File: config.mk
export PLATFORM = sky130hd
export DESIGN_NAME = keypad_scanner_event_fifo
export DESIGN_NICKNAME = d
export VERILOG_FILES = /design/src/rtl/core/kpsef_pkg.sv /design/src/rtl/core/kpsef_front.sv /design/src/rtl/core/kpsef_queue.sv /design/src/rtl/core/kpsef_engine.sv /design/src/rtl/core/keypad_scanner_event_fifo.sv
export SDC_FILE = /design/constraint.sdc
export NUM_CORES = 2
export LEC_CHECK = 0
export BUFFER_PORTS_ARGS = -buffer_cell sky130_fd_sc_hd__buf_2
export CAP_MARGIN = 0
export CORE_UTILIZATION = 57
export DETAILED_ROUTE_END_ITERATION = 7
export GPL_ROUTABILITY_DRIVEN = 0
export PLACE_DENSITY = 0.76
export SLEW_MARGIN = 0
export SYNTH_ARGS = -nofsm -noshare
export SYNTH_HDL_FRONTEND = slang
export SYNTH_SLANG_ARGS = --single-unit
File: constraint.sdc
create_clock -name i_clk -period 9.38 [get_ports i_clk]
set_clock_uncertainty 0.05 [all_clocks]
set_input_delay 0.469 -clock i_clk [delete_from_list [all_inputs] [get_ports i_clk]]
set_output_delay 0.469 -clock i_clk [all_outputs]
set_load 0.01 [all_outputs]
File: src/rtl/core/kpsef_pkg.sv
`timescale 1ns / 1ps
// ----------------------------------------------------------------------------
// kpsef_pkg
// Shared constants, payload types and command codes for the key matrix
// scanner with its event FIFO.
// ----------------------------------------------------------------------------
package kpsef_pkg;

    // Sizing
    localparam int FIFO_DEPTH   = 256;
    localparam int ROW_COUNT    = 7;
    localparam int COLUMN_COUNT = 5;

    // Field widths fixed by the bus format
    localparam int CMD_W     = 2;
    localparam int COL_W     = 3;
    localparam int ROWS_W    = 7;
    localparam int BYTE_W    = 8;
    localparam int LED_W     = 4;
    localparam int CNT_OUT_W = 9;
    localparam int ROW_IDX_W = 3;

    // Derived storage widths
    localparam int PTR_W     = $clog2(FIFO_DEPTH);
    localparam int CNT_W     = $clog2(FIFO_DEPTH + 1);
    localparam int COL_IDX_W = (COLUMN_COUNT > 1) ? $clog2(COLUMN_COUNT) : 1;

    localparam logic [ROWS_W-1:0] ROW_MASK = ROWS_W'((1 << ROW_COUNT) - 1);

    // Command codes
    localparam logic [CMD_W-1:0] CMD_SCAN  = 2'd0;
    localparam logic [CMD_W-1:0] CMD_WRITE = 2'd1;
    localparam logic [CMD_W-1:0] CMD_READ  = 2'd2;
    localparam logic [CMD_W-1:0] CMD_NOP   = 2'd3;

    // Special bytes and write byte bits
    localparam logic [BYTE_W-1:0] CODE_RESET = 8'hFE;
    localparam logic [BYTE_W-1:0] CODE_EMPTY = 8'hFF;
    localparam int WR_IRQ_EN_BIT = 6;
    localparam int WR_RESET_BIT  = 7;

    typedef struct packed {
        logic [CMD_W-1:0]  cmd;
        logic [COL_W-1:0]  column;
        logic [ROWS_W-1:0] pressed_rows;
        logic [BYTE_W-1:0] write_byte;
    } t_in_item;

    typedef struct packed {
        logic [BYTE_W-1:0]    read_data;
        logic                 irq_driven;
        logic                 irq_level;
        logic [LED_W-1:0]     led_lines;
        logic [CNT_OUT_W-1:0] fifo_count;
        logic                 events_dropped;
    } t_out_item;

    // Classified work handed from the front end to the engine
    typedef struct packed {
        logic [CMD_W-1:0]  kind;
        logic [COL_W-1:0]  column;
        logic [ROWS_W-1:0] rows;
        logic [ROWS_W-1:0] changed;
        logic [BYTE_W-1:0] write_byte;
    } t_job;

endpackage

File: src/rtl/core/kpsef_front.sv
`timescale 1ns / 1ps
// ----------------------------------------------------------------------------
// kpsef_front
// Accepts items, tracks the per-column key masks and the bus start flag,
// and turns each item into a job with its mask of changed rows.
// ----------------------------------------------------------------------------
module kpsef_front (
    input  logic              i_clk,
    input  logic              i_rst_n,
    input  logic              i_in_valid,
    output logic              o_in_ready,
    input  kpsef_pkg::t_in_item i_in_item,
    input  logic              i_q_ready,
    output logic              o_q_push,
    output kpsef_pkg::t_job   o_q_job
);

    logic [kpsef_pkg::ROWS_W-1:0] r_key_masks [kpsef_pkg::COLUMN_COUNT];
    logic                         r_bus_started;

    logic                            accept;
    logic                            in_range;
    logic                            scan_live;
    logic [kpsef_pkg::COL_IDX_W-1:0] col_idx;
    logic [kpsef_pkg::ROWS_W-1:0]    rows_m;
    logic [kpsef_pkg::ROWS_W-1:0]    old_mask;

    assign o_in_ready = i_q_ready;
    assign accept     = i_in_valid && i_q_ready;
    assign o_q_push   = accept;

    // Classify the item and find changed rows
    always_comb begin
        in_range  = i_in_item.column < kpsef_pkg::COL_W'(kpsef_pkg::COLUMN_COUNT);
        col_idx   = i_in_item.column[kpsef_pkg::COL_IDX_W-1:0];
        rows_m    = i_in_item.pressed_rows & kpsef_pkg::ROW_MASK;
        old_mask  = in_range ? r_key_masks[col_idx] : '0;
        scan_live = (i_in_item.cmd == kpsef_pkg::CMD_SCAN) && r_bus_started && in_range;

        o_q_job.kind       = i_in_item.cmd;
        o_q_job.column     = i_in_item.column;
        o_q_job.rows       = rows_m;
        o_q_job.changed    = scan_live ? ((old_mask ^ rows_m) & kpsef_pkg::ROW_MASK) : '0;
        o_q_job.write_byte = i_in_item.write_byte;
    end

    // Update key masks on live scans
    always_ff @(posedge i_clk) begin
        if (!i_rst_n) begin
            for (int c = 0; c < kpsef_pkg::COLUMN_COUNT; c++) begin
                r_key_masks[c] <= '0;
            end
        end else if (accept && scan_live) begin
            r_key_masks[col_idx] <= rows_m;
        end
    end

    // Latch the first bus access
    always_ff @(posedge i_clk) begin
        if (!i_rst_n) begin
            r_bus_started <= 1'b0;
        end else if (accept && (i_in_item.cmd == kpsef_pkg::CMD_WRITE ||
                                i_in_item.cmd == kpsef_pkg::CMD_READ)) begin
            r_bus_started <= 1'b1;
        end
    end

endmodule

File: src/rtl/core/kpsef_queue.sv
`timescale 1ns / 1ps
// ----------------------------------------------------------------------------
// kpsef_queue
// Two-entry job queue that decouples the front end from the engine.
// ----------------------------------------------------------------------------
module kpsef_queue (
    input  logic            i_clk,
    input  logic            i_rst_n,
    input  logic            i_push,
    input  kpsef_pkg::t_job i_job,
    output logic            o_ready,
    output logic            o_valid,
    input  logic            i_pop,
    output kpsef_pkg::t_job o_job
);

    kpsef_pkg::t_job r_slot [2];
    logic            r_wr_idx;
    logic            r_rd_idx;
    logic [1:0]      r_fill;

    logic do_push;
    logic do_pop;

    assign o_ready = (r_fill != 2'd2);
    assign o_valid = (r_fill != 2'd0);
    assign o_job   = r_slot[r_rd_idx];
    assign do_push = i_push && o_ready;
    assign do_pop  = i_pop && o_valid;

    // Store pushed jobs
    always_ff @(posedge i_clk) begin
        if (do_push) begin
            r_slot[r_wr_idx] <= i_job;
        end
    end

    // Advance pointers and fill level
    always_ff @(posedge i_clk) begin
        if (!i_rst_n) begin
            r_wr_idx <= 1'b0;
            r_rd_idx <= 1'b0;
            r_fill   <= 2'd0;
        end else begin
            if (do_push) begin
                r_wr_idx <= ~r_wr_idx;
            end
            if (do_pop) begin
                r_rd_idx <= ~r_rd_idx;
            end
            if (do_push && !do_pop) begin
                r_fill <= r_fill + 2'd1;
            end else if (do_pop && !do_push) begin
                r_fill <= r_fill - 2'd1;
            end
        end
    end

endmodule

File: src/rtl/core/kpsef_engine.sv
`timescale 1ns / 1ps
// ----------------------------------------------------------------------------
// kpsef_engine
// Executes jobs: pushes one key event per cycle into the event memory,
// handles bus writes and reads, and holds the result in an output register.
// ----------------------------------------------------------------------------
module kpsef_engine (
    input  logic                 i_clk,
    input  logic                 i_rst_n,
    input  logic                 i_q_valid,
    input  kpsef_pkg::t_job      i_q_job,
    output logic                 o_q_pop,
    output logic                 o_out_valid,
    input  logic                 i_out_ready,
    output kpsef_pkg::t_out_item o_out_item
);

    localparam logic [1:0] ST_IDLE = 2'd0;
    localparam logic [1:0] ST_SCAN = 2'd1;
    localparam logic [1:0] ST_RESP = 2'd2;

    localparam logic [kpsef_pkg::CNT_W-1:0] CNT_FULL =
        kpsef_pkg::CNT_W'(kpsef_pkg::FIFO_DEPTH);
    localparam logic [kpsef_pkg::PTR_W-1:0] PTR_LAST =
        kpsef_pkg::PTR_W'(kpsef_pkg::FIFO_DEPTH - 1);

    // Event memory
    logic [kpsef_pkg::BYTE_W-1:0] mem [kpsef_pkg::FIFO_DEPTH];
    logic [kpsef_pkg::BYTE_W-1:0] r_mem_q;
    logic                         mem_we;
    logic                         mem_re;
    logic [kpsef_pkg::PTR_W-1:0]  mem_waddr;
    logic [kpsef_pkg::BYTE_W-1:0] mem_wdata;

    // Control and FIFO state
    logic [1:0]                    r_state, n_state;
    logic [kpsef_pkg::PTR_W-1:0]   r_rptr, n_rptr;
    logic [kpsef_pkg::PTR_W-1:0]   r_wptr, n_wptr;
    logic [kpsef_pkg::CNT_W-1:0]   r_count, n_count;
    logic                          r_irq_en, n_irq_en;
    logic [kpsef_pkg::LED_W-1:0]   r_led, n_led;
    logic                          r_out_valid, n_out_valid;

    // Per-job working registers
    logic [kpsef_pkg::COL_W-1:0]   r_col, n_col;
    logic [kpsef_pkg::ROWS_W-1:0]  r_rows, n_rows;
    logic [kpsef_pkg::ROWS_W-1:0]  r_pending, n_pending;
    logic                          r_dropped, n_dropped;
    logic [kpsef_pkg::BYTE_W-1:0]  r_rd_data, n_rd_data;
    logic                          r_rd_mem, n_rd_mem;
    kpsef_pkg::t_out_item          r_out, n_out;

    logic [kpsef_pkg::ROW_IDX_W-1:0] row_sel;
    logic                            press;
    logic [kpsef_pkg::BYTE_W-1:0]    ev_code;
    logic                            slot_free;

    assign slot_free   = !r_out_valid || i_out_ready;
    assign o_out_valid = r_out_valid;
    assign o_out_item  = r_out;

    // Pick the lowest pending row and build its event code
    always_comb begin
        row_sel = '0;
        for (int r = kpsef_pkg::ROW_COUNT - 1; r >= 0; r--) begin
            if (r_pending[r]) begin
                row_sel = kpsef_pkg::ROW_IDX_W'(r);
            end
        end
        press   = r_rows[row_sel];
        ev_code = {!press, press, row_sel + 3'd1, r_col + 3'd1};
    end

    // Sequence jobs
    always_comb begin
        n_state     = r_state;
        n_rptr      = r_rptr;
        n_wptr      = r_wptr;
        n_count     = r_count;
        n_irq_en    = r_irq_en;
        n_led       = r_led;
        n_col       = r_col;
        n_rows      = r_rows;
        n_pending   = r_pending;
        n_dropped   = r_dropped;
        n_rd_data   = r_rd_data;
        n_rd_mem    = r_rd_mem;
        n_out       = r_out;
        n_out_valid = r_out_valid && !i_out_ready;
        o_q_pop     = 1'b0;
        mem_we      = 1'b0;
        mem_re      = 1'b0;
        mem_waddr   = r_wptr;
        mem_wdata   = ev_code;

        unique case (r_state)
            ST_IDLE: begin
                if (i_q_valid) begin
                    o_q_pop   = 1'b1;
                    n_dropped = 1'b0;
                    n_rd_data = '0;
                    n_rd_mem  = 1'b0;
                    n_state   = ST_RESP;
                    unique case (i_q_job.kind)
                        kpsef_pkg::CMD_SCAN: begin
                            n_col     = i_q_job.column;
                            n_rows    = i_q_job.rows;
                            n_pending = i_q_job.changed;
                            if (i_q_job.changed != '0) begin
                                n_state = ST_SCAN;
                            end
                        end
                        kpsef_pkg::CMD_WRITE: begin
                            n_irq_en = i_q_job.write_byte[kpsef_pkg::WR_IRQ_EN_BIT];
                            n_led    = i_q_job.write_byte[kpsef_pkg::LED_W-1:0];
                            if (i_q_job.write_byte[kpsef_pkg::WR_RESET_BIT]) begin
                                mem_we    = 1'b1;
                                mem_waddr = '0;
                                mem_wdata = kpsef_pkg::CODE_RESET;
                                n_rptr    = '0;
                                n_wptr    = kpsef_pkg::PTR_W'(1);
                                n_count   = kpsef_pkg::CNT_W'(1);
                            end
                        end
                        kpsef_pkg::CMD_READ: begin
                            if (r_count != '0) begin
                                mem_re   = 1'b1;
                                n_rd_mem = 1'b1;
                                n_rptr   = (r_rptr == PTR_LAST) ? '0 : r_rptr + 1'b1;
                                n_count  = r_count - 1'b1;
                            end else begin
                                n_rd_data = kpsef_pkg::CODE_EMPTY;
                            end
                        end
                        kpsef_pkg::CMD_NOP: begin
                        end
                    endcase
                end
            end
            ST_SCAN: begin
                // Push one event per cycle, drop it when full
                if (r_count != CNT_FULL) begin
                    mem_we  = 1'b1;
                    n_wptr  = (r_wptr == PTR_LAST) ? '0 : r_wptr + 1'b1;
                    n_count = r_count + 1'b1;
                end else begin
                    n_dropped = 1'b1;
                end
                n_pending = r_pending & ~(kpsef_pkg::ROWS_W'(1) << row_sel);
                if (n_pending == '0) begin
                    n_state = ST_RESP;
                end
            end
            ST_RESP: begin
                if (slot_free) begin
                    n_out.read_data      = r_rd_mem ? r_mem_q : r_rd_data;
                    n_out.irq_driven     = r_irq_en;
                    n_out.irq_level      = !(r_irq_en && (r_count != '0));
                    n_out.led_lines      = r_led;
                    n_out.fifo_count     = kpsef_pkg::CNT_OUT_W'(r_count);
                    n_out.events_dropped = r_dropped;
                    n_out_valid          = 1'b1;
                    n_state              = ST_IDLE;
                end
            end
            default: begin
                n_state = ST_IDLE;
            end
        endcase
    end

    // Event memory port
    always_ff @(posedge i_clk) begin
        if (mem_we) begin
            mem[mem_waddr] <= mem_wdata;
        end
        if (mem_re) begin
            r_mem_q <= mem[r_rptr];
        end
    end

    // Control registers
    always_ff @(posedge i_clk) begin
        if (!i_rst_n) begin
            r_state     <= ST_IDLE;
            r_rptr      <= '0;
            r_wptr      <= '0;
            r_count     <= '0;
            r_irq_en    <= 1'b0;
            r_led       <= '0;
            r_out_valid <= 1'b0;
        end else begin
            r_state     <= n_state;
            r_rptr      <= n_rptr;
            r_wptr      <= n_wptr;
            r_count     <= n_count;
            r_irq_en    <= n_irq_en;
            r_led       <= n_led;
            r_out_valid <= n_out_valid;
        end
    end

    // Working and payload registers
    always_ff @(posedge i_clk) begin
        r_col     <= n_col;
        r_rows    <= n_rows;
        r_pending <= n_pending;
        r_dropped <= n_dropped;
        r_rd_data <= n_rd_data;
        r_rd_mem  <= n_rd_mem;
        r_out     <= n_out;
    end

endmodule

File: src/rtl/core/keypad_scanner_event_fifo.sv
`timescale 1ns / 1ps
// Flow: an accepted item waits in the two-entry job queue; the engine takes
//   one job at a time, spends one scan step per changed row, then registers
//   the result in its response state, which waits while the output is
//   stalled; only then does the engine take the next job.
// Reset: synchronous, active low; clears key masks, pointers, count, LED and
//   interrupt latches; the event memory is not cleared.
// ----------------------------------------------------------------------------
// keypad_scanner_event_fifo
// Key matrix scanner with a byte-wide event FIFO: a front end classifies
// items, a job queue decouples it from the engine that fills the FIFO.
// ----------------------------------------------------------------------------
module keypad_scanner_event_fifo (
    input  logic                 i_clk,
    input  logic                 i_rst_n,
    input  logic                 i_in_valid,
    output logic                 o_in_ready,
    input  kpsef_pkg::t_in_item  i_in_item,
    output logic                 o_out_valid,
    input  logic                 i_out_ready,
    output kpsef_pkg::t_out_item o_out_item
);

    logic            q_ready;
    logic            q_push;
    logic            q_valid;
    logic            q_pop;
    kpsef_pkg::t_job push_job;
    kpsef_pkg::t_job pop_job;

    // Classify incoming items
    kpsef_front u_front (
        .i_clk      (i_clk),
        .i_rst_n    (i_rst_n),
        .i_in_valid (i_in_valid),
        .o_in_ready (o_in_ready),
        .i_in_item  (i_in_item),
        .i_q_ready  (q_ready),
        .o_q_push   (q_push),
        .o_q_job    (push_job)
    );

    // Hold jobs between the two sides
    kpsef_queue u_queue (
        .i_clk   (i_clk),
        .i_rst_n (i_rst_n),
        .i_push  (q_push),
        .i_job   (push_job),
        .o_ready (q_ready),
        .o_valid (q_valid),
        .i_pop   (q_pop),
        .o_job   (pop_job)
    );

    // Carry out jobs against the event FIFO
    kpsef_engine u_engine (
        .i_clk       (i_clk),
        .i_rst_n     (i_rst_n),
        .i_q_valid   (q_valid),
        .i_q_job     (pop_job),
        .o_q_pop     (q_pop),
        .o_out_valid (o_out_valid),
        .i_out_ready (i_out_ready),
        .o_out_item  (o_out_item)
    );

endmodule

Yosys cells after proc, flatten, opt, wreduce, memory -nomap -nowiden
Memories as Yosys holds them, arrays and structs flattened. A register that Yosys moved wholly into a read port is not among the register bits.
Index checks and enable logic that the tools add are counted.
Widths: inputs -> output; s select.
{ "totals": {"register_bits": 89, "in_bits": 24, "mem_count": 3, "mem_bits_rw": 2137, "elab_cells": 182} }
{ "op_classes": {"n_eq_ne": 23, "magnitude_cmp": 2, "shift": 1, "bitwise": 5, "add_sub_neg": 8, "reduce_logical": 40, "muxes": 77} }
{ "mem_list": {"columns": ["name", "depth", "width", "read_ports", "rd_clocked_by_memory_dff", "write_ports", "line_no", "text"], "rows": [
  ["u_engine.mem", 256, 8, 1, 1, 1, "kpsef_engine.sv:28", "logic [kpsef_pkg::BYTE_W-1:0] mem [kpsef_pkg::FIFO_DEPTH];"],
  ["u_queue.r_slot", 2, 27, 1, 1, 1, "kpsef_queue.sv:17", "kpsef_pkg::t_job r_slot [2];"],
  ["u_front.r_key_masks", 5, 7, 1, 0, 5, "kpsef_front.sv:18", "logic [kpsef_pkg::ROWS_W-1:0] r_key_masks [kpsef_pkg::COLUMN_COUNT];"]
]} }
{ "op_table": {"columns": ["operator", "n"], "rows": [
  ["$mux 8", 18],
  ["$mux 9", 4],
  ["$pmux 9 s2", 2],
  ["$mux 7", 5],
  ["$pmux 8 s2", 2],
  ["$mux 1", 26],
  ["$mux 3", 8],
  ["$add 8x1->8 const B", 2],
  ["$eq 8x8->1 const B", 2],
  ["$reduce_and 3->1", 5],
  ["$mux 2", 7],
  ["$ne 2x2->1 const B", 7],
  ["$pmux 7 s2", 1],
  ["$logic_and 1x1->1", 11],
  ["$reduce_and 5->1", 2],
  ["$add 9x1->9 const B", 1],
  ["$ne 9x9->1 const B", 1],
  ["$reduce_bool 9->1", 1],
  ["$sub 9x1->9 const B", 1],
  ["$ne 2x1->1 const B", 4],
  ["$reduce_bool 2->1", 4],
  ["$and 7x7->7", 1],
  ["$logic_not 7->1", 1],
  ["$not 7->7", 1],
  ["other kinds (22)", 39]
]} }

Logic depth before layout (Yosys ltp)
{ "depth": {"ltp_word": 14, "depth_mapped": 13, "ltp_nobuf": 11} }

Modules after synthesis
A second synthesis with hierarchy kept.
{ "hier_totals": {"cells_unflattened": 4562, "area_unflattened_um2": 89009.1} }
{ "by_module_without_submodules": {"columns": ["module", "area_per_inst_um2", "n_inst", "cells_each", "seq_area_each_um2"], "rows": [
  ["kpsef_engine", 83940.5, 1, 4246, 63721.1],
  ["kpsef_front", 2880.3, 1, 208, 1701.6],
  ["kpsef_queue", 2188.3, 1, 108, 1721.7]
]} }

Least setup slack after synthesis
Ideal clock, no wire load.
{ "synth_timing": {"kind": "register to register", "start": "register (tool-made name)", "end": "memory u_engine.mem[0][0] (netlist bit) (data pin)", "required_time_ns": 7.937, "arrival_ns": 7.963, "path_buffers": 3, "setup_slack_ns": -0.026, "stages_incl_launch_ff": 10, "setup_ns": 1.393, "cell_sequence": "dfxtp_1 > clkbuf_1 > clkbuf_1 > mux2i_1 > inv_1 > ha_1 > nand3_1 > nor2_1 > buf_1 > nor2_1"} }
{ "synth_lines": {"columns": ["element", "line_no"], "rows": [
  ["end, declared", "kpsef_engine.sv:28"]
]} }

==> metrics.csv <==
stage,metric,value,unit
status,outcome,finished clean,
clocking,CTS tree,built,
min_path,Hold Startpoint,i_in_item[15],
synth,post-synthesis sequential area ratio,0.7563,
critical_path,CP Cell Sequence,buf_4 > mux2i_1 > inv_1 > ha_1 > nand3_1 > or2_2 > and3_1 > nand3_1 > buf_4 > nor2_1,
timing,Worst Tran Pin Value,1.252,ns
timing,final worst-path cycle share,0.5467,
global_routing,pin count of the biggest net entering global routing,189,
die,site row count,144,
layout,P&R area growth vs syn,10.42,%
critical_path,CP top delay family,simple AND/OR/NAND/NOR gates,
global_routing,total gr overflow,0,
drt,initial DRC count,6719,
timing,Final setup violation count,0,
critical_path,WP data required,9.78,ns
global_routing,Total GRT Usage,0.2768,
timing,fmax,195.0,MHz
layout,Nets,4741,
die,die area,157100,sq um
layout,multi-input gate area in the final layout,20120,sq um
critical_path,slowest CP cell,nand3_1,
die,die width,396.3,um
critical_path,Worst Setup Start Kind,flip-flop,
drt,DRC violations left,0,
synth,"EDFF count, synth",2206,
power,Clock Power Share,0.347,
die,Initial Util,0.5746,
critical_path,R2R depth,10,
drt,vias per cell,6.706,
clocking,Clock transition at path regs,0.06,ns
synth,largest family of logic cells by synthesized area,multiplexers,
drt,TritonRoute pass-1 iters,6,
placement,DP Wirelength,124900,um
synth,YS warnings,0,
synth,Netlist cell types,77,
synth,Adder-Cell Fraction of Synth Area,0.002259,
timing,Final min period,5.128,ns
power,power share of the combinational group,0.128,
critical_path,crit path DAT,5.52,ns
layout,Fill cells,10215,
placement,Post-DP Area,90800,sq um
global_routing,initial antenna violation count,9,
critical_path,critical path capture point type,flip-flop,
synth,top area cells in the synthesized netlist,"edfxtp_1 75%, mux4_2 10%, mux2i_1 3.0%",
synth,post-synthesis mux area share,0.1395,
critical_path,CP max stage delay,0.81,ns
synth,syn_area_per_cell,19.28,sq um
layout,share of layout cells above drive strength 1,0.1879,
die,I/O pin count,50,
critical_path,Crit path depth,10,
power,switching share of power,0.2559,
power,Pleak,29.58,nW
power,worst ir drop on vdd,0.0003439,V
timing,Final Hold Fails,0,
layout,Sequential Area,67040,sq um
die,Core ar.,154200,sq um
layout,post-route cell area,97870,sq um
power,Psw,6.250,mW
drt,via count,46410,
power,Total Power,24.43,mW
clocking,clock tree buffer depth,3,
critical_path,WS Path Type,flip-flop to flip-flop,
placement,Port Buf Inserts,47,
synth,Gate Count Post-Synth,4596,
synth,xor/xnor share of the synthesized area,0.001581,
drt,antenna-violating nets left,0,
power,Flop pwr share,0.525,
clocking,post-CTS setup buffer count,0,
drt,Routed WL,216100,um
synth,post-synth top area share,0.7474,
global_routing,vias in the first global route,45622,
synth,post-synth top area cell,edfxtp_1,
synth,ys flop type,edfxtp_1,
power,pwr dens,249.6,nW/um^2
die,overall die height,396.3,um
clocking,worst skew pair latency,0.86,ns
timing,RSZ-0062 raised after global routing,false,
timing,slew margin rel.,0.1652,
synth,Mapped Area,88630,sq um
run,max_cap viols,0,
global_routing,global-route wire length before repair,312900,um
synth,Compound-Gate Fraction of Synth Area,0.04080,
synth,synthesized flop and latch total,2245,
drt,wire per inst,31.23,um
clocking,clk sinks,2245,
synth,post-synthesis async set-or-reset flop share,0,
critical_path,worst-path fanout max,27,
critical_path,FF-to-FF End,u_engine.mem[87][7],
min_path,Hold WC Path Type,input port to flip-flop,
critical_path,R2R setup slack,4.25,ns
synth,Synth Area in Simple Gates,0.04035,
timing,Final Slew Violations,0,
timing,setup TNS,0,ns
clocking,TritonCTS Buffers,213,
min_path,Hold Path Depth,1,
critical_path,CP Buf/Inv Count,3,
min_path,Hold Crit Endpoint,u_queue.r_slot[1][22],
clocking,H-tree depth,4,
power,Internal Power,18.18,mW
clocking,root buffer cell,clkbuf_16,
## through the flow
stage / setup WS [ns] / util / hold WS, ns / std cells
CTS: 4.298 / 0.6345 / 0.02316 / 6919
detailed placement: 4.340 / 0.5887 / 0.3668 / 6514
global route: 4.094 / 0.6345 / 0.06330 / 6919
finish: 4.252 / 0.6345 / 0.09369 / 6921
global placement: 4.342 / 0.5887 / 0.3662 / 6514
floorplan: 2.734 / - / 0.3503 / 4616
## cells by family after synthesis
| group | Yosys count |
|---|---|
| DFF | 2245 |
| adders and majority gates | 16 |
| muxes | 713 |
| buffers and inverters | 300 |
| AOI/OAI and AO/OA | 523 |
| xor gates and xnor gates | 16 |
| and+or+nand+nor | 782 |
| other | 1 |
## layout by cell type, fill, tap and decap left out, types with 16 or more instances in the layout
cell type      netlist  routed
a21oi_1             97      97
a221oi_1            68      68
a22oi_1             88      88
a31oi_1             18      17
and2_1              42      43
and3_1              19      19
buf_2               54      47
buf_4               27      75
bufinv_16            0      19
clkbuf_1           133      37
clkbuf_16            0     214
clkinv_1             0      53
clkinv_2             0      37
conb_1               1      21
dfxtp_1             39      34
dlygate4sd3_1        0      16
edfxtp_1          2206    2206
ha_1                16      16
inv_1               21      20
mux2_2              35      35
mux2i_1            265     265
mux4_2             409     409
nand2_1            149     145
nand2b_1            26      23
nand3_1             47      43
nor2_1             354     349
nor2b_1             31      26
nor3_1              41      41
o21ai_0             85      85
o22ai_1             34      34
## worst max-delay path by stage
stage | end | slack [ns]
floorplan | u_engine.mem[0][0] | 2.73
global placement | u_engine.mem[151][0] | 4.34
detailed placement | u_engine.mem[87][7] | 4.34
CTS | u_engine.mem[87][7] | 4.30
global route | u_engine.mem[87][7] | 4.09
finish | u_engine.mem[87][7] | 4.25
## power groups by stage
stage	combinational, mW	sequential, mW	clock, mW
floorplan	1.83	13.4	0
global placement	2.96	13.0	0
detailed placement	3.10	13.0	0
CTS	3.11	12.8	8.54
global route	3.33	12.8	8.91
finish	3.13	12.8	8.48
## metal layers
metal / up-vias / GRT usage / part of all wire
met4: 4 / 0.1075 / 0.041
met3: 473 / 0.06897 / 0.12
met5: - / 0 / 0.00013
met2: 2979 / 0.4220 / 0.47
li1: 18975 / - / -
met1: 23979 / 0.3892 / 0.37
## cell usage after synthesis, types with 11 or more instances
| master | count |
|---|---|
| buf_6 | 41 |
| nand2_1 | 149 |
| edfxtp_1 | 2206 |
| nor2_1 | 354 |
| nand4_1 | 14 |
| a221oi_1 | 68 |
| nor3_1 | 41 |
| a21oi_1 | 97 |
| and3_1 | 19 |
| ha_1 | 16 |
| buf_1 | 15 |
| dfxtp_1 | 39 |
| or3_1 | 11 |
| nand2b_1 | 26 |
| nor4_1 | 13 |
| mux4_2 | 409 |
| buf_2 | 54 |
| clkbuf_1 | 133 |
| a31oi_1 | 18 |
| o22ai_1 | 34 |
| o21ai_0 | 85 |
| o211ai_1 | 14 |
| a211oi_1 | 14 |
| nor2b_1 | 31 |
| and2_1 | 42 |
| nand3_1 | 47 |
| a221o_1 | 12 |
| buf_4 | 27 |
| mux2i_1 | 265 |
| mux2_2 | 35 |
| inv_1 | 21 |
| a22oi_1 | 88 |
## layout make-up
type / count / area share
tap: 2044 / 0.02613
clock inverter: 134 / 0.01383
sequential: 2245 / 0.6850
clock buffer: 255 / 0.05670
antenna: 2 / 0.00005114
inverter: 22 / 0.0008566
timing repair buffer: 148 / 0.01184
multi-input combinational: 2071 / 0.2056
## flip-flops by register name, indices dropped and copies added (netlist names), 2 cells and up, named ones only
signal,cells
u_engine.r_col,3
u_engine.r_rows,7
u_engine.r_led,4
u_queue.r_fill,2
u_engine.r_pending,7
u_engine.mem,2048
u_engine.r_count,9
u_engine.o_out_item,24
u_front.r_key_masks,56
u_engine.r_state,2
u_engine.r_rptr,8
u_engine.r_wptr,8
u_engine.r_mem_q,8
u_queue.r_slot,50
## repair_timing
action / CTS / global route
resized for setup: 0 / 0
hold endpoints to repair: 83 / 0
hold buffers: 16 / 0
Power figures use the tool's default switching activity.
